**config.mk**
```make
export PLATFORM = sky130hd
export DESIGN_NAME = afnl_merge
export DESIGN_NICKNAME = d
export VERILOG_FILES = /design/src/rtl/assert_macros.svh /design/src/rtl/afnl_pkg.sv /design/src/rtl/afnl_merge.sv
export SDC_FILE = /design/constraint.sdc
export NUM_CORES = 2
export LEC_CHECK = 0
export BUFFER_PORTS_ARGS = -buffer_cell sky130_fd_sc_hd__buf_2
export CORE_ASPECT_RATIO = 1.1
export CORE_MARGIN = 4
export CORE_UTILIZATION = 53
export DETAILED_ROUTE_END_ITERATION = 10
export HOLD_SLACK_MARGIN = 0.15
export PLACE_DENSITY = 0.83
export SLEW_MARGIN = 40
export SYNTH_ARGS = -nofsm -noshare
export SYNTH_HDL_FRONTEND = slang
export SYNTH_SLANG_ARGS = --single-unit
```
**constraint.sdc**
```tcl
create_clock -name clk -period 5.1 [get_ports clk]
set_input_delay 1.02 -clock clk [delete_from_list [all_inputs] [get_ports clk]]
set_output_delay 1.02 -clock clk [all_outputs]
set_load 0.01 [all_outputs]
```
**src/rtl/assert_macros.svh**
```systemverilog
// ---------------------------------------------------------------------------
// Assertion macros
// Shared concurrent assertion forms, clocked on clk and held off in rst.
// ---------------------------------------------------------------------------
`ifndef ASSERT_MACROS_SVH
`define ASSERT_MACROS_SVH

// Condition holds at every clock edge out of reset.
`define ASSERT_ALWAYS(lbl, expr, msg) \
  lbl: assert property (@(posedge clk) disable iff (rst) (expr)) else $error(msg);

// Antecedent at one edge implies consequent at the next edge.
`define ASSERT_NEXT(lbl, ante, cons, msg) \
  lbl: assert property (@(posedge clk) disable iff (rst) (ante) |=> (cons)) else $error(msg);

`endif

```
**src/rtl/afnl_pkg.sv**
```systemverilog
// ---------------------------------------------------------------------------
// afnl_pkg
// Types and constants of the actuator force norm limiter.
// ---------------------------------------------------------------------------
package afnl_pkg;

  localparam int MAX_DOF       = 6;
  localparam int DOF_COUNT_DEF = 6;
  localparam int SIG_W         = 16;
  localparam int LIM_W         = 16;
  localparam int F_W           = 16;
  localparam int SQ_W          = 31;
  localparam int PAIR_W        = 32;
  localparam int RAD_W         = 34;
  localparam int ROOT_W        = 17;
  localparam int REM_W         = 21;
  localparam int MF_W          = 17;
  localparam int N_W           = F_W + MF_W;
  localparam int Q_W           = 16;
  localparam int DREM_W        = N_W - Q_W;
  localparam int SQ_PER        = 2;
  localparam int NSQ           = (ROOT_W + SQ_PER - 1) / SQ_PER;
  localparam int DIV_PER       = 2;
  localparam int NDIV          = Q_W / DIV_PER;
  localparam int LANE_LAT      = 2;
  localparam int MERGE_LAT     = 2 + NSQ;
  localparam int DIV_LAT       = 1 + NDIV;
  localparam int OFIFO_DEPTH   = 32;
  localparam int CFG_IDX_W     = 3;
  localparam int CFG_W         = 32;

  localparam logic [CFG_IDX_W-1:0] CFG_MAX_FORCE = CFG_IDX_W'(MAX_DOF);
  localparam logic [MF_W-1:0]      MF_RESET      = '1;

  typedef struct packed {
    logic signed [SIG_W-1:0] signal_0;
    logic signed [SIG_W-1:0] signal_1;
    logic signed [SIG_W-1:0] signal_2;
    logic signed [SIG_W-1:0] signal_3;
    logic signed [SIG_W-1:0] signal_4;
    logic signed [SIG_W-1:0] signal_5;
  } signal_word_t;

  typedef struct packed {
    logic signed [F_W-1:0] force_0;
    logic signed [F_W-1:0] force_1;
    logic signed [F_W-1:0] force_2;
    logic signed [F_W-1:0] force_3;
    logic signed [F_W-1:0] force_4;
    logic signed [F_W-1:0] force_5;
    logic                  was_scaled;
  } force_word_t;

  // Per-DOF force as sign and magnitude (magnitude up to 2^15).
  typedef struct packed {
    logic           neg;
    logic [F_W-1:0] mag;
  } lane_t;

endpackage

```
**src/rtl/afnl_merge.sv**
```systemverilog
// ---------------------------------------------------------------------------
// afnl_merge
// Sum of squares over the lanes and pipelined integer square root.
// ---------------------------------------------------------------------------
module afnl_merge import afnl_pkg::*; (
  input  logic                            clk,
  input  logic [MAX_DOF-1:0][SQ_W-1:0]    sq,
  input  lane_t [MAX_DOF-1:0]             lanes_in,
  output logic [ROOT_W-1:0]               norm,
  output lane_t [MAX_DOF-1:0]             lanes_out
);

  typedef struct packed {
    logic [RAD_W-1:0]  rad;
    logic [REM_W-1:0]  rem;
    logic [ROOT_W-1:0] root;
  } sqrt_st_t;

  // One bit of the root per radix-4 digit (bit pair) of the radicand.
  function automatic sqrt_st_t sqrt_step(input sqrt_st_t s);
    logic [REM_W-1:0] r;
    logic [REM_W-1:0] trial;
    sqrt_st_t o;
    r     = {s.rem[REM_W-3:0], s.rad[RAD_W-1 -: 2]};
    trial = {{(REM_W-ROOT_W-2){1'b0}}, s.root, 2'b01};
    o.rad = {s.rad[RAD_W-3:0], 2'b00};
    if (r >= trial) begin
      o.rem  = r - trial;
      o.root = {s.root[ROOT_W-2:0], 1'b1};
    end else begin
      o.rem  = r;
      o.root = {s.root[ROOT_W-2:0], 1'b0};
    end
    return o;
  endfunction

  logic [PAIR_W-1:0] pair [3];
  sqrt_st_t st [NSQ+1];
  lane_t [MAX_DOF-1:0] lane_d [MERGE_LAT];

  always_ff @(posedge clk) begin
    pair[0] <= {1'b0, sq[0]} + {1'b0, sq[1]};
    pair[1] <= {1'b0, sq[2]} + {1'b0, sq[3]};
    pair[2] <= {1'b0, sq[4]} + {1'b0, sq[5]};
    st[0].rad  <= {2'b00, pair[0]} + {2'b00, pair[1]} + {2'b00, pair[2]};
    st[0].rem  <= '0;
    st[0].root <= '0;
    lane_d[0]  <= lanes_in;
    for (int i = 1; i < MERGE_LAT; i++) begin
      lane_d[i] <= lane_d[i-1];
    end
  end

  for (genvar k = 0; k < NSQ; k++) begin : g_sqrt
    sqrt_st_t cur;
    always_comb begin
      cur = st[k];
      for (int t = 0; t < SQ_PER; t++) begin
        if (k * SQ_PER + t < ROOT_W) begin
          cur = sqrt_step(cur);
        end
      end
    end
    always_ff @(posedge clk) begin
      st[k+1] <= cur;
    end
  end

  assign norm      = st[NSQ].root;
  assign lanes_out = lane_d[MERGE_LAT-1];

endmodule

```
==> impl_metrics.ini <==
[timing]
hold_viol = 0
hold_ws_ns = 0.3085
fin_crit_sh_pct = 95.61
tightest_slew_ns = 0.7454
maxSlewHeadroom_pct = 49.88
finalSetupViolations = 0
max_freq_mhz = 205.1
fin_skew_ns = 0.03695
slew_viol_final = 0
fin_crit_ns = 4.876

[pwr]
p_per_area_nw_per_um2 = 657.8
power_mw = 39.52
cellLeakagePower_nw = 27.19
ir_drop_mv = 0.3897

[critical_path]
cp_max_fo = 28
start_kind = register
r2r_setup_slack_ns = 0.22
slowest_stage = or4b_2
rr_worst_depth = 19
end_kind = register
crit_type = register to register
max_stage_delay_ns = 0.67
cp.required_ns = 5.74
critical_path.cell_chain = inv_1, ha_1, nand4_1, or4_4, nor4b_2, o21ai_2, inv_2, nand2_1, o21ai_0, ha_1, nand2_1, or4b_2, nand3_1, a31oi_2, and3_1, and4_1, buf_12, nor4_1, xnor2_1
crit_arrival_ns = 5.52

[synth]
ys_warn_count = 0
synth_area_sq_um = 50590
synth_seq_cells = 1612
yosysTopAreaCellShare_pct = 63.78
ys_seq_area_share_pct = 63.78
syn_inst = 4236
ys.flop_type = dfxtp_1
synth_edf_count = 0
synth_top_area_cell = dfxtp_1
ys_types = 95
synthTopCellsByArea = dfxtp_1 64%, ha_1 7.2%, xnor2_1 3.3%
synthArstFlopShare_pct = 0
ys_top_cells_by_count = 1612 x dfxtp_1, 292 x ha_1, 244 x a21oi_1
post-synth-top-count-cell = dfxtp_1
avgSynthCellArea_sq_um = 11.94

[place]
hpwl_um = 75290
gp_congestion = 0.9182
io_buffer_count = 407

[die]
die_w_um = 302.6
dieArea_sq_um = 100500
start_util_pct = 53.54
coreArea_sq_um = 94490
ios = 408
rows = 118
die_h_um = 332.1

[detailed_routing]
dr.pass1.iters = 5
drc = 0
ant_nets = 0
wl_um = 104200
first_iter_violations = 1582
drt-vias-per-instance = 5.090
via_count = 31910
wl_per_cell_um = 16.62

[clocking]
cts.htree.levels = 4
clkLatencyLatePin_ns = 0.74
cts_tree = built
clockBufferDepth = 3
root_buffer = clkbuf_16
path_clk_slew_ns = 0.06
cts_sinks = 1612
cts_buffers = 144

[layout]
seq_area_sq_um = 32270
fillCellCount = 7093
syn2layout_area_growth_pct = 18.76
multi_input_area_sq_um = 17430
drive_above_1_share_pct = 17.88
fin_nets = 5492

[grt]
grt_pass1_wl_um = 164900
grt-ovfl-total = 0
grt_pass1_vias = 32780
grt_max_degree = 29
antenna_found_initial = 21
grt_usage_pct = 20.51

[flow_run]
cap_violations = 0

[worst_hold_path]
whs_path_depth = 0
hp-class = register to register

[status]
status = complete, no violations
==> worst max-delay path, delay by kind of cell, from the launching register on <==
family | cells | cell delay, ns
simple gates | 10 | 2.66
fa+ha+maj | 2 | 0.83
flops | 1 | 0.42
buf+inv | 3 | 0.39
compound gates | 3 | 0.31
xor+xnor | 1 | 0.15
==> through the flow <==
stage / util (%) / worst slack (ns) / instances / cell area, sq um / setup TNS [ns]
5_1_grt: 63.58 / -0.03575 / 6265 / 60080 / -0.1825
3_5_place_dp: 58.14 / -0.02923 / 5979 / 54940 / -0.1948
3_3_place_gp: 58.14 / 0.08653 / 5979 / 54940 / 0
2_1_floorplan: - / 0.1780 / 4238 / 50600 / 0
6_report: 63.59 / 0.2239 / 6269 / 60090 / 0
4_1_cts: 63.34 / 0.01031 / 6240 / 59850 / 0
==> report_power, final <==
part	total (mW)	switching [mW]	internal [mW]	leakage [nW]
Sequential	15.8	1.07	14.8	13.6
Combinational	12.8	6.97	5.85	11.2
Clock	10.9	4.67	6.19	2.37
==> repair_timing <==
item	CTS	global route
hold buffers	0	0
resized for setup	0	27
hold endpoints to repair	0	0
setup buffers	0	9
endpoints found under the setup margin	12	52
pin swaps	1	5
==> layout by cell type (no fill, tap or decap), drive strengths merged, types with 95 or more instances in the layout <==
cell    count
o21ai     148
buf       537
xor2       95
a21o      112
xnor2     188
ha        292
clkbuf    200
inv       225
dfxtp    1612
a21oi     245
nor2      231
nand2     195
==> worst paths after layout <==
kind / from / endpoint
setup / recovery: st[5][3] / st[6][32]
hold / removal: lane_d[6][30] / lane_d[7][30]
setup reg to reg: st[5][3] / st[6][32]
hold reg to reg: lane_d[6][30] / lane_d[7][30]
==> sequential cells by signal, summed over array words and instances (netlist names) <==
name,flops
pair,96
st,394
lane_d,1122
==> cells by family after synthesis <==
family / after synthesis / synth area share, %
compound gates: 833 / 10.86
xor+xnor: 283 / 4.899
fa+ha+maj: 328 / 8.646
buf+inv: 255 / 1.983
flops: 1612 / 63.78
mux: 40 / 0.8556
other cells: 1 / 0.007412
simple gates: 884 / 8.967
==> layer usage <==
| metal | vias up | part of all wire (%) | global-route usage [%] |
|---|---|---|---|
| met4 | 4 | 4.5 | 9.959 |
| met2 | 803 | 54 | 38.94 |
| li1 | 15970 | - | - |
| met5 | - | 0.031 | 0 |
| met1 | 14860 | 37 | 21.58 |
| met3 | 278 | 4.5 | 3.648 |
==> layout make-up <==
class,instances,area share (%)
sequential,1612,53.71
multi-input combinational,2371,29.01
clock buffer,200,6.884
timing repair buffer,537,5.095
tap,1260,2.624
inverter,209,1.310
clock inverter,61,1.287
antenna,19,0.07913
(Power assumes the default switching activity.)
