$ cat config.mk
export PLATFORM = sky130hd
export DESIGN_NAME = afnl_div
export DESIGN_NICKNAME = d
export VERILOG_FILES = /design/src/rtl/assert_macros.svh /design/src/rtl/afnl_pkg.sv /design/src/rtl/afnl_div.sv
export SDC_FILE = /design/constraint.sdc
export NUM_CORES = 2
export LEC_CHECK = 0
export ABC_CLOCK_PERIOD_IN_PS = 8700
export BUFFER_PORTS_ARGS = -buffer_cell sky130_fd_sc_hd__buf_2
export CAP_MARGIN = 20
export CELL_PAD_IN_SITES_DETAIL_PLACEMENT = 1
export CELL_PAD_IN_SITES_GLOBAL_PLACEMENT = 2
export CORE_UTILIZATION = 42
export DETAILED_ROUTE_END_ITERATION = 8
export HOLD_SLACK_MARGIN = 0.1
export PLACE_DENSITY = 0.93
export SLEW_MARGIN = 20
export SYNTH_ARGS = -nofsm -noshare
export SYNTH_HDL_FRONTEND = slang
export SYNTH_SLANG_ARGS = --single-unit
$ cat constraint.sdc
create_clock -name clk -period 8.7 [get_ports clk]
set_clock_uncertainty 0.15 [all_clocks]
set_input_delay 0.435 -clock clk [delete_from_list [all_inputs] [get_ports clk]]
set_output_delay 0.435 -clock clk [all_outputs]
set_load 0.05 [all_outputs]
$ cat src/rtl/assert_macros.svh
// ---------------------------------------------------------------------------
// Assertion macros
// Shared concurrent assertion forms, clocked on clk and held off in rst.
// ---------------------------------------------------------------------------
`ifndef ASSERT_MACROS_SVH
`define ASSERT_MACROS_SVH

// Condition holds at every clock edge out of reset.
`define ASSERT_ALWAYS(lbl, expr, msg) \
  lbl: assert property (@(posedge clk) disable iff (rst) (expr)) else $error(msg);

// Antecedent at one edge implies consequent at the next edge.
`define ASSERT_NEXT(lbl, ante, cons, msg) \
  lbl: assert property (@(posedge clk) disable iff (rst) (ante) |=> (cons)) else $error(msg);

`endif

$ cat src/rtl/afnl_pkg.sv
// ---------------------------------------------------------------------------
// afnl_pkg
// Types and constants of the actuator force norm limiter.
// ---------------------------------------------------------------------------
package afnl_pkg;

  localparam int MAX_DOF       = 6;
  localparam int DOF_COUNT_DEF = 6;
  localparam int SIG_W         = 16;
  localparam int LIM_W         = 16;
  localparam int F_W           = 16;
  localparam int SQ_W          = 31;
  localparam int PAIR_W        = 32;
  localparam int RAD_W         = 34;
  localparam int ROOT_W        = 17;
  localparam int REM_W         = 21;
  localparam int MF_W          = 17;
  localparam int N_W           = F_W + MF_W;
  localparam int Q_W           = 16;
  localparam int DREM_W        = N_W - Q_W;
  localparam int SQ_PER        = 2;
  localparam int NSQ           = (ROOT_W + SQ_PER - 1) / SQ_PER;
  localparam int DIV_PER       = 2;
  localparam int NDIV          = Q_W / DIV_PER;
  localparam int LANE_LAT      = 2;
  localparam int MERGE_LAT     = 2 + NSQ;
  localparam int DIV_LAT       = 1 + NDIV;
  localparam int OFIFO_DEPTH   = 32;
  localparam int CFG_IDX_W     = 3;
  localparam int CFG_W         = 32;

  localparam logic [CFG_IDX_W-1:0] CFG_MAX_FORCE = CFG_IDX_W'(MAX_DOF);
  localparam logic [MF_W-1:0]      MF_RESET      = '1;

  typedef struct packed {
    logic signed [SIG_W-1:0] signal_0;
    logic signed [SIG_W-1:0] signal_1;
    logic signed [SIG_W-1:0] signal_2;
    logic signed [SIG_W-1:0] signal_3;
    logic signed [SIG_W-1:0] signal_4;
    logic signed [SIG_W-1:0] signal_5;
  } signal_word_t;

  typedef struct packed {
    logic signed [F_W-1:0] force_0;
    logic signed [F_W-1:0] force_1;
    logic signed [F_W-1:0] force_2;
    logic signed [F_W-1:0] force_3;
    logic signed [F_W-1:0] force_4;
    logic signed [F_W-1:0] force_5;
    logic                  was_scaled;
  } force_word_t;

  // Per-DOF force as sign and magnitude (magnitude up to 2^15).
  typedef struct packed {
    logic           neg;
    logic [F_W-1:0] mag;
  } lane_t;

endpackage

$ cat src/rtl/afnl_div.sv
// ---------------------------------------------------------------------------
// afnl_div
// Per-lane rescale: force * max_force / norm when norm > max_force, else force as is; pipelined restoring divide.
// ---------------------------------------------------------------------------
module afnl_div import afnl_pkg::*; (
  input  logic                  clk,
  input  lane_t                 lane_in,
  input  logic [ROOT_W-1:0]     norm,
  input  logic [MF_W-1:0]       max_force,
  output logic signed [F_W-1:0] force_val,
  output logic                  scaled
);

  typedef struct packed {
    logic [DREM_W-1:0] rem;
    logic [Q_W-1:0]    low;
    logic [Q_W-1:0]    q;
  } div_st_t;

  // One quotient bit; the quotient fits in Q_W bits whenever scaling applies.
  function automatic div_st_t div_step(input div_st_t s, input logic [ROOT_W-1:0] d);
    logic [DREM_W:0] r;
    div_st_t o;
    r     = {s.rem, s.low[Q_W-1]};
    o.low = {s.low[Q_W-2:0], 1'b0};
    if (r >= {1'b0, d}) begin
      r   = r - {1'b0, d};
      o.q = {s.q[Q_W-2:0], 1'b1};
    end else begin
      o.q = {s.q[Q_W-2:0], 1'b0};
    end
    o.rem = r[DREM_W-1:0];
    return o;
  endfunction

  logic [N_W-1:0]    num;
  div_st_t           st [NDIV+1];
  logic [ROOT_W-1:0] den [NDIV+1];
  lane_t             lane_d [NDIV+1];
  logic              scale_d [NDIV+1];
  logic [F_W-1:0]    mag;

  assign num = {{MF_W{1'b0}}, lane_in.mag} * {{F_W{1'b0}}, max_force};

  always_ff @(posedge clk) begin
    st[0].rem  <= num[N_W-1 -: DREM_W];
    st[0].low  <= num[Q_W-1:0];
    st[0].q    <= '0;
    den[0]     <= norm;
    lane_d[0]  <= lane_in;
    scale_d[0] <= norm > {{(ROOT_W-MF_W){1'b0}}, max_force};
    for (int i = 1; i <= NDIV; i++) begin
      den[i]     <= den[i-1];
      lane_d[i]  <= lane_d[i-1];
      scale_d[i] <= scale_d[i-1];
    end
  end

  for (genvar k = 0; k < NDIV; k++) begin : g_div
    div_st_t cur;
    always_comb begin
      cur = st[k];
      for (int t = 0; t < DIV_PER; t++) begin
        cur = div_step(cur, den[k]);
      end
    end
    always_ff @(posedge clk) begin
      st[k+1] <= cur;
    end
  end

  always_comb begin
    mag       = scale_d[NDIV] ? st[NDIV].q : lane_d[NDIV].mag;
    force_val = (lane_d[NDIV].neg && mag != '0) ? $signed(F_W'(0) - mag) : $signed(mag);
  end

  assign scaled = scale_d[NDIV];

endmodule

==> reports/results.tsv <==
metric	value	unit
status	completed	
Syn. warnings	0	
Area Overhead vs Synth	11.1	%
syn nets	4549	
CP max stage delay	570	ps
cells resized by post-CTS repair	0	
PortBufs	68	
die footprint	88500	sq um
met3 routed WL	3.02	mm
Routed WL	97.8	mm
hold crit path type	flop to flop	
post-synth cell types	94	
Max-cap violations	0	
leading area contributor after synthesis	dfxtp_1	
drt pass-1 iters	7	
cell count after synthesis	3879	
normalized max-slew margin	0.252	
Slew Viols, Final	0	
vias per cell	5.28	
met2 wire len	47.5	mm
top sig layer	met4	
Synth async-reset ratio	0	
kind of critical path	input pin to flop	
global-route wire length before repair	156	mm
main area contributors after synthesis	dfxtp_1 32%, ha_1 13%, fa_1 12%	
CP max-delay cell	fa_1	
WP data required	9060	ps
initial drt markers	1223	
crit-path most repeated cell	fa_1	
post-synthesis average cell area	9.45	sq um
setup violators final	0	
sequential cell area fraction in the yosys report	0.316	
H-tree levels	2	
number of global-route vias before repair	29195	
die width	297	microns
DP HPWL	76.3	mm
GR Overflow Total	0	
Reg area	11600	sq um
net count reported at finish	4644	
M1 wire length	44.5	mm
actual slew at the worst max-slew pin	1120	ps
row count	108	
Achievable Freq	142	MHz
CTS clk-pin slew, worst paths	70	ps
Avg WL per Cell	18.9	microns
routability cong.	0.861	
Yosys top cell area share	0.316	
core area	86600	sq um
Yosys reg bits	578	
clk buf depth	3	
Clock Latency Late Sink	640	ps
GRT Overall Usage	0.219	
critical path, cell by cell	dlygate4sd3_1, buf_2, and2_1, fa_1, inv_1, fa_1, fa_1, fa_1, inv_1, fa_1, inv_1, fa_1, inv_1, ha_1, a21oi_1, o21ai_0, a2111o_1, a31o_2, a221oi_1, o21ai_0, a21boi_0, o21bai_1, xnor2_1	
minimum hold slack	155	ps
clk sink count	578	
r2r setup slk	2050	ps
drt drc	0	
initial core utilization	0.423	
CP max FO	18	
data arrival time of the critical path	7430	ps
Post-synth top flop	dfxtp_1	
diode count	0	
die height	297	microns
TritonCTS Buffers	60	
Post-synth EDFFs	0	
pin count of the biggest net entering global routing	33	
fillers	9840	
RSZ-0062 raised after global routing	false	
fin crit share	0.812	
Setup TNS	0	ps
multi-input logic area	22900	sq um
Mapped Area	36700	sq um
share of layout cells above drive strength 1	0.0882	
routed vias	27354	
CP Capture Type	flop	
initial antenna violation count	7	
Top Ports	69	
Root Driver	clkbuf_16	
TritonCTS clock tree	done	
endpoints failing hold	0	
Setup crit start kind	input pin	
fin crit period	7060	ps
Antenna Violating Nets Remaining	0	
final timing paths:
| kind | depth (start not counted) | startpoint | to |
|---|---|---|---|
| max | 23 | lane_in[6] | st[0][48] |
| min | 0 | st[3][0] | st[3][51] |
| max reg2reg | 21 | den[0][85] | st[3][47] |
| min reg2reg | 0 | st[3][0] | st[3][51] |
sequential cells by signal, indices dropped and copies added, names as in the netlist:
| register | flops |
|---|---|
| den | 136 |
| lane_d | 153 |
| scale_d | 9 |
| st | 280 |
cell families after synthesis:
logic type                 share of synthesized area
AOI/OAI and AO/OA                              0.134
xor gates and xnor gates                      0.0545
DFF                                            0.316
adders and majority gates                      0.257
and+or+nand+nor                                0.124
muxes                                         0.0546
buffers and inverters                         0.0610
worst max-delay path: cells and delay by family:
family	cells	cell delay (ps)
buffers and inverters	6	990
AND/OR/NAND/NOR	1	220
XOR/XNOR	1	130
AO/OA/AOI/OAI	8	2230
adder cells (fa/ha/maj)	7	3440
cells in the mapped netlist (all sizes together) (9+ instances only):
| cell type | instances |
|---|---|
| clkbuf | 59 |
| o31ai | 19 |
| o21a | 48 |
| o211ai | 13 |
| or3 | 18 |
| and3 | 20 |
| o21bai | 33 |
| nand3 | 35 |
| o21ai | 200 |
| a21o | 72 |
| nor4 | 16 |
| xor2 | 62 |
| ha | 395 |
| o41ai | 11 |
| buf | 19 |
| nor2b | 44 |
| o31a | 9 |
| xnor2 | 166 |
| nand4 | 40 |
| nor2 | 187 |
| fa | 223 |
| nor3 | 51 |
| and2 | 132 |
| a211oi | 23 |
| mux2 | 143 |
| a31oi | 22 |
| a21oi | 212 |
| mux2i | 37 |
| dfxtp | 578 |
| a21boi | 11 |
| nand2b | 34 |
| inv | 497 |
| nand2 | 328 |
| a211o | 12 |
metal layers:
metal  track usage  vias up
met4        0.0650        0
met1         0.281    13513
met2         0.384      423
met5             0        -
li1              -    13274
met3        0.0234      144
through the flow:
stage	utilization	setup slack [ps]	cells	instance area, sq um
finish	0.470	1640	5179	40700
global placement	0.441	1640	5032	38200
global route	0.470	1350	5179	40700
CTS	0.470	1620	5178	40700
detailed placement	0.441	1480	5032	38200
floorplan	-	2120	3879	36700
final cells by class:
| type | instances | share of cell area |
|---|---|---|
| clock buffers | 74 | 0.0401 |
| clock inverters | 38 | 0.0145 |
| inverters | 497 | 0.0458 |
| multi-input cells | 2726 | 0.562 |
| flip-flops and latches | 578 | 0.284 |
| well taps | 1155 | 0.0355 |
| repair buffers | 111 | 0.0185 |
layout by cell type (no fill, tap or decap), types with 40 or more instances in the layout:
master       n
fa_1       223
nand4_1     40
xnor2_1    166
xor2_1      62
a21o_1      72
nand2_1    327
nor2_1     186
nor3_1      51
nor2b_1     43
inv_1      496
a21oi_1    211
dfxtp_1    578
buf_2       68
o21ai_0    192
mux2_2     128
clkbuf_16   60
ha_1       395
and2_1     132
o21a_1      48
timing repair:
action,CTS,global route
hold endpoints to repair,34,0
hold buffers,34,0
setup buffers,0,0
Power is not shown: default switching activity piles up to over one toggle a cycle in this logic, so the estimate is an artifact.
