[src/rtl/assert_macros.svh]
// ---------------------------------------------------------------------------
// Assertion macros
// Shared concurrent assertion forms, clocked on clk and held off in rst.
// ---------------------------------------------------------------------------
`ifndef ASSERT_MACROS_SVH
`define ASSERT_MACROS_SVH

// Condition holds at every clock edge out of reset.
`define ASSERT_ALWAYS(lbl, expr, msg) \
  lbl: assert property (@(posedge clk) disable iff (rst) (expr)) else $error(msg);

// Antecedent at one edge implies consequent at the next edge.
`define ASSERT_NEXT(lbl, ante, cons, msg) \
  lbl: assert property (@(posedge clk) disable iff (rst) (ante) |=> (cons)) else $error(msg);

`endif

[src/rtl/afnl_pkg.sv]
// ---------------------------------------------------------------------------
// afnl_pkg
// Types and constants of the actuator force norm limiter.
// ---------------------------------------------------------------------------
package afnl_pkg;

  localparam int MAX_DOF       = 6;
  localparam int DOF_COUNT_DEF = 6;
  localparam int SIG_W         = 16;
  localparam int LIM_W         = 16;
  localparam int F_W           = 16;
  localparam int SQ_W          = 31;
  localparam int PAIR_W        = 32;
  localparam int RAD_W         = 34;
  localparam int ROOT_W        = 17;
  localparam int REM_W         = 21;
  localparam int MF_W          = 17;
  localparam int N_W           = F_W + MF_W;
  localparam int Q_W           = 16;
  localparam int DREM_W        = N_W - Q_W;
  localparam int SQ_PER        = 2;
  localparam int NSQ           = (ROOT_W + SQ_PER - 1) / SQ_PER;
  localparam int DIV_PER       = 2;
  localparam int NDIV          = Q_W / DIV_PER;
  localparam int LANE_LAT      = 2;
  localparam int MERGE_LAT     = 2 + NSQ;
  localparam int DIV_LAT       = 1 + NDIV;
  localparam int OFIFO_DEPTH   = 32;
  localparam int CFG_IDX_W     = 3;
  localparam int CFG_W         = 32;

  localparam logic [CFG_IDX_W-1:0] CFG_MAX_FORCE = CFG_IDX_W'(MAX_DOF);
  localparam logic [MF_W-1:0]      MF_RESET      = '1;

  typedef struct packed {
    logic signed [SIG_W-1:0] signal_0;
    logic signed [SIG_W-1:0] signal_1;
    logic signed [SIG_W-1:0] signal_2;
    logic signed [SIG_W-1:0] signal_3;
    logic signed [SIG_W-1:0] signal_4;
    logic signed [SIG_W-1:0] signal_5;
  } signal_word_t;

  typedef struct packed {
    logic signed [F_W-1:0] force_0;
    logic signed [F_W-1:0] force_1;
    logic signed [F_W-1:0] force_2;
    logic signed [F_W-1:0] force_3;
    logic signed [F_W-1:0] force_4;
    logic signed [F_W-1:0] force_5;
    logic                  was_scaled;
  } force_word_t;

  // Per-DOF force as sign and magnitude (magnitude up to 2^15).
  typedef struct packed {
    logic           neg;
    logic [F_W-1:0] mag;
  } lane_t;

endpackage

[src/rtl/afnl_lane.sv]
// ---------------------------------------------------------------------------
// afnl_lane
// One DOF: limit select, scale by signal magnitude, then square.
// ---------------------------------------------------------------------------
module afnl_lane import afnl_pkg::*; (
  input  logic                    clk,
  input  logic signed [SIG_W-1:0] sig,
  input  logic [CFG_W-1:0]        limits,
  output lane_t                   lane,
  output logic [SQ_W-1:0]         sq
);

  logic             s_neg;
  logic             s_pos;
  logic [SIG_W-1:0] s_mag;
  logic [LIM_W-1:0] raw;
  logic             l_neg;
  logic [LIM_W-1:0] l_mag;
  logic [SIG_W+LIM_W-1:0] prod;
  logic [F_W-1:0]   f;
  logic [2*F_W-1:0] f_sq;

  lane_t l1;
  lane_t l2;
  logic [SQ_W-1:0] sq2;

  always_comb begin
    s_neg = sig[SIG_W-1];
    s_mag = s_neg ? (SIG_W'(0) - SIG_W'(sig)) : SIG_W'(sig);
    s_pos = !s_neg && (sig != '0);
    raw   = s_pos ? limits[CFG_W-1 -: LIM_W] : limits[LIM_W-1:0];
    l_neg = raw[LIM_W-1];
    l_mag = l_neg ? (LIM_W'(0) - raw) : raw;
    prod  = {{LIM_W{1'b0}}, s_mag} * {{SIG_W{1'b0}}, l_mag};
    f     = prod[SIG_W-1 +: F_W];
    f_sq  = {{F_W{1'b0}}, l1.mag} * {{F_W{1'b0}}, l1.mag};
  end

  always_ff @(posedge clk) begin
    l1.mag <= f;
    l1.neg <= l_neg && (f != '0);
    l2     <= l1;
    sq2    <= f_sq[SQ_W-1:0];
  end

  assign lane = l2;
  assign sq   = sq2;

endmodule

[config.mk]
export PLATFORM = sky130hd
export DESIGN_NAME = afnl_lane
export DESIGN_NICKNAME = d
export VERILOG_FILES = /design/src/rtl/assert_macros.svh /design/src/rtl/afnl_pkg.sv /design/src/rtl/afnl_lane.sv
export SDC_FILE = /design/constraint.sdc
export NUM_CORES = 1
export LEC_CHECK = 0
export BUFFER_PORTS_ARGS = -buffer_cell sky130_fd_sc_hd__buf_2
export CAP_MARGIN = 20
export CELL_PAD_IN_SITES_DETAIL_PLACEMENT = 1
export CELL_PAD_IN_SITES_GLOBAL_PLACEMENT = 1
export CORE_MARGIN = 3
export CORE_UTILIZATION = 40
export DETAILED_ROUTE_END_ITERATION = 7
export PLACE_DENSITY_LB_ADDON = 0.1
export SLEW_MARGIN = 0
export SYNTH_ARGS = -nofsm -noshare
export SYNTH_HDL_FRONTEND = slang
export SYNTH_SLANG_ARGS = --single-unit
[constraint.sdc]
create_clock -name clk -period 25.1 [get_ports clk]
set_input_delay 0 -clock clk [delete_from_list [all_inputs] [get_ports clk]]
set_output_delay 0 -clock clk [all_outputs]
set_load 0.02 [all_outputs]
==> summary.md <==
| Metric | Value |
|---|---|
| Flops & latches, synth | 63 |
| Non-filler cells in the finished layout | 2641 |
| Async S/R FF share, synth | 0% |
| Max-slew headroom | 28.1% |
| Clk buf depth | 2 |
| Slowest CP cell | xor2_1 |
| # diodes | 0 |
| DRT Pass-1 Iters | 5 |
| Setup Crit Path Kind | input pin to register |
| Vias per std cell | 4.96 |
| Tot GR Track Use | 21.2% |
| # port buffers | 95 |
| Vias in the first global route | 15100 |
| Initial antenna violation count | 0 |
| Cell area after synthesis | 17500 um2 |
| CTS tree | built |
| Post-Route Setup TNS | 0 ps |
| CTS buffer count | 9 |
| Tightest Pin Transition | 1070 ps |
| Mapped Cells | 1978 |
| EDFF count, synth | 0 |
| Iteration-0 DRC Markers | 406 |
| Most used cell, CP | fa_1 |
| CTS root buffer | clkbuf_16 |
| Status | completed |
| DIE AREA | 46400 um2 |
| Site Rows | 76 |
| Layout area overhead | 8.63% |
| Hold WS | 360 ps |
| Num Clock Sinks | 63 |
| Fin area | 19100 um2 |
| Syn Area/Cell | 8.87 um2 |
| Cell Area, Placed | 18700 um2 |
| Startpoint types | input pin |
| Post-CTS sizing | 0 |
| Via Count | 13100 |
| Post-synthesis sequential area ratio | 7.19% |
| Die Width | 215 um |
| Worst min path class | register to register |
| Total grt overflow | 0 |
| CP arrival | 10000 ps |
| Max-slew violations | 0 |
| Pin count of the biggest net entering global routing | 25 |
| Layout cells sized above 1 | 7.88% |
| Initial Utilization | 40.6% |
| Tmin final | 9780 ps |
| Post-CTS setup buffer count | 0 |
| Top cells by area, synth | fa_1 41%, ha_1 14%, inv_1 10% |
| Final period util | 38.9% |
| Top_reg_cell synth | dfxtp_1 |
| Yosys top cell by area | fa_1 |
| Final #Nets | 2649 |
| CP max stage delay | 710 ps |
| Post-synth cell types | 64 |
| Syn_nets | 2576 |
| Critical path endpoint category | register |
| Max-cap violations | 0 |
| DIE HEIGHT | 215 um |
| Hold_buf cts | 0 |
| Post-DR wirelength/cell | 17.9 um |
| Crit path required time | 25320 ps |
| Max Fclk | 102 MHz |
| First-pass GRT wire length | 78300 um |
| Filler Cells Inserted | 5139 |
| Yosys warning count | 0 |
| CTS H-tree depth | 3 |
| Final setup viols | 0 |
| Final hold violation count | 0 |
| Inst Count DP | 2624 |
| Placeable core area | 43200 um2 |
| Final HPWL DP | 40600 um |
| I/O Pins | 97 |
| Crit path max fanout | 18 |
| Clk_lat worst skew | 370 ps |
| RSZ-0062 raised after global routing | false |
| Clk slew on worst S/H paths | 60 ps |
| Post-DRT Antenna Nets | 0 |
| Area fraction of the dominant cell type after synthesis | 40.6% |
| GP Congestion | 0.885 |
| DRC viols | 0 |
| Clock skew | 12.3 ps |
| Total Routed Length | 47200 um |
-- per-layer routing --
layer | vias to the layer above | GRT usage (%) | wire length, um | part of all wire [%]
li1 | 6148 | - | - | -
met1 | 6696 | 26.9 | 21200 | 45
met2 | 196 | 38.7 | 23700 | 50
met3 | 63 | 1.62 | 1110 | 2.3
met4 | 0 | 6.61 | 1220 | 2.6
met5 | - | 0 | 0 | 0
-- worst paths after layout --
path / endpoint / slack [ps] / cells past startpoint / start
max: l1[16] / 15320 / 33 / sig[0]
min: lane[16] / 360 / 0 / l1[16]
max reg2reg: sq[27] / 17840 / 20 / l1[9]
min reg2reg: lane[16] / 360 / 0 / l1[16]
-- kinds of logic (layout without fill, tap and decap cells) --
| logic type | count (synthesis) | in the layout | synth area share (%) |
|---|---|---|---|
| simple gates | 574 | 574 | 15.5 |
| xor+xnor | 90 | 90 | 4.49 |
| buf+inv | 523 | 601 | 11.3 |
| compound gates | 159 | 159 | 6.01 |
| fa+ha+maj | 549 | 549 | 54.4 |
| other cells | 1 | 1 | 0.0214 |
| mux | 19 | 19 | 1.10 |
| flops | 63 | 63 | 7.19 |
-- cell type report --
cell class / instances / area [um2] / share of cell area (%)
clock buffers: 10 / 239 / 1.25
clock inverters: 6 / 92.6 / 0.486
inverters: 474 / 1780 / 9.35
multi-input cells: 1392 / 14400 / 75.3
flip-flops and latches: 63 / 1260 / 6.62
well taps: 585 / 732 / 3.84
repair buffers: 111 / 596 / 3.13
-- sequential cells by signal (all words and copies together), names as in the netlist --
| signal | count |
|---|---|
| lane | 16 |
| sq | 30 |
| l1 | 17 |
-- placed cells by master (no fill, tap or decap), types with 5 or more instances in the layout --
| cell type | Yosys | final |
|---|---|---|
| a211oi_1 | 5 | 5 |
| a21o_1 | 9 | 9 |
| a21oi_1 | 46 | 45 |
| a31oi_1 | 10 | 10 |
| and2_1 | 80 | 80 |
| and3_1 | 8 | 8 |
| buf_2 | 2 | 95 |
| buf_4 | 2 | 16 |
| clkbuf_16 | 0 | 9 |
| dfxtp_1 | 63 | 63 |
| fa_1 | 356 | 356 |
| ha_1 | 193 | 193 |
| inv_1 | 472 | 472 |
| mux2i_1 | 17 | 17 |
| nand2_1 | 219 | 219 |
| nand2b_1 | 20 | 20 |
| nand3_1 | 16 | 16 |
| nand4_1 | 6 | 6 |
| nor2_1 | 148 | 148 |
| nor2b_1 | 9 | 9 |
| nor3_1 | 19 | 19 |
| nor4_1 | 10 | 10 |
| o211ai_1 | 7 | 7 |
| o21a_1 | 6 | 6 |
| o21ai_0 | 30 | 30 |
| o21bai_1 | 9 | 9 |
| o31ai_1 | 8 | 8 |
| or2_2 | 8 | 8 |
| or3_1 | 9 | 9 |
| or4_1 | 7 | 7 |
| xnor2_1 | 59 | 52 |
| xnor2_2 | 0 | 7 |
| xor2_1 | 31 | 30 |
-- through the flow --
stage | setup slack (ps) | utilization [%]
floorplan | 16240 | -
global placement | 15300 | 43.4
detailed placement | 14960 | 43.4
CTS | 15320 | 44.1
global route | 14440 | 44.1
finish | 15320 | 44.1
-- cell usage after synthesis, types with 16 or more instances --
cell	instances
clkbuf_1	43
xor2_1	31
nor3_1	19
mux2i_1	17
xnor2_1	59
nor2_1	148
o21ai_0	30
nand2_1	219
nand3_1	16
a21oi_1	46
ha_1	193
inv_1	472
nand2b_1	20
dfxtp_1	63
fa_1	356
and2_1	80
-- critical path, delay by kind of cell --
| family | cells | cell delay (ps) |
|---|---|---|
| XOR/XNOR | 2 | 830 |
| AO/OA/AOI/OAI | 6 | 1350 |
| buffers and inverters | 5 | 560 |
| multiplexers | 1 | 500 |
| adder cells (fa/ha/maj) | 8 | 3510 |
| AND/OR/NAND/NOR | 11 | 3230 |
Power is not shown: default switching activity piles up to over one toggle a cycle in this logic, so the estimate is an artifact.
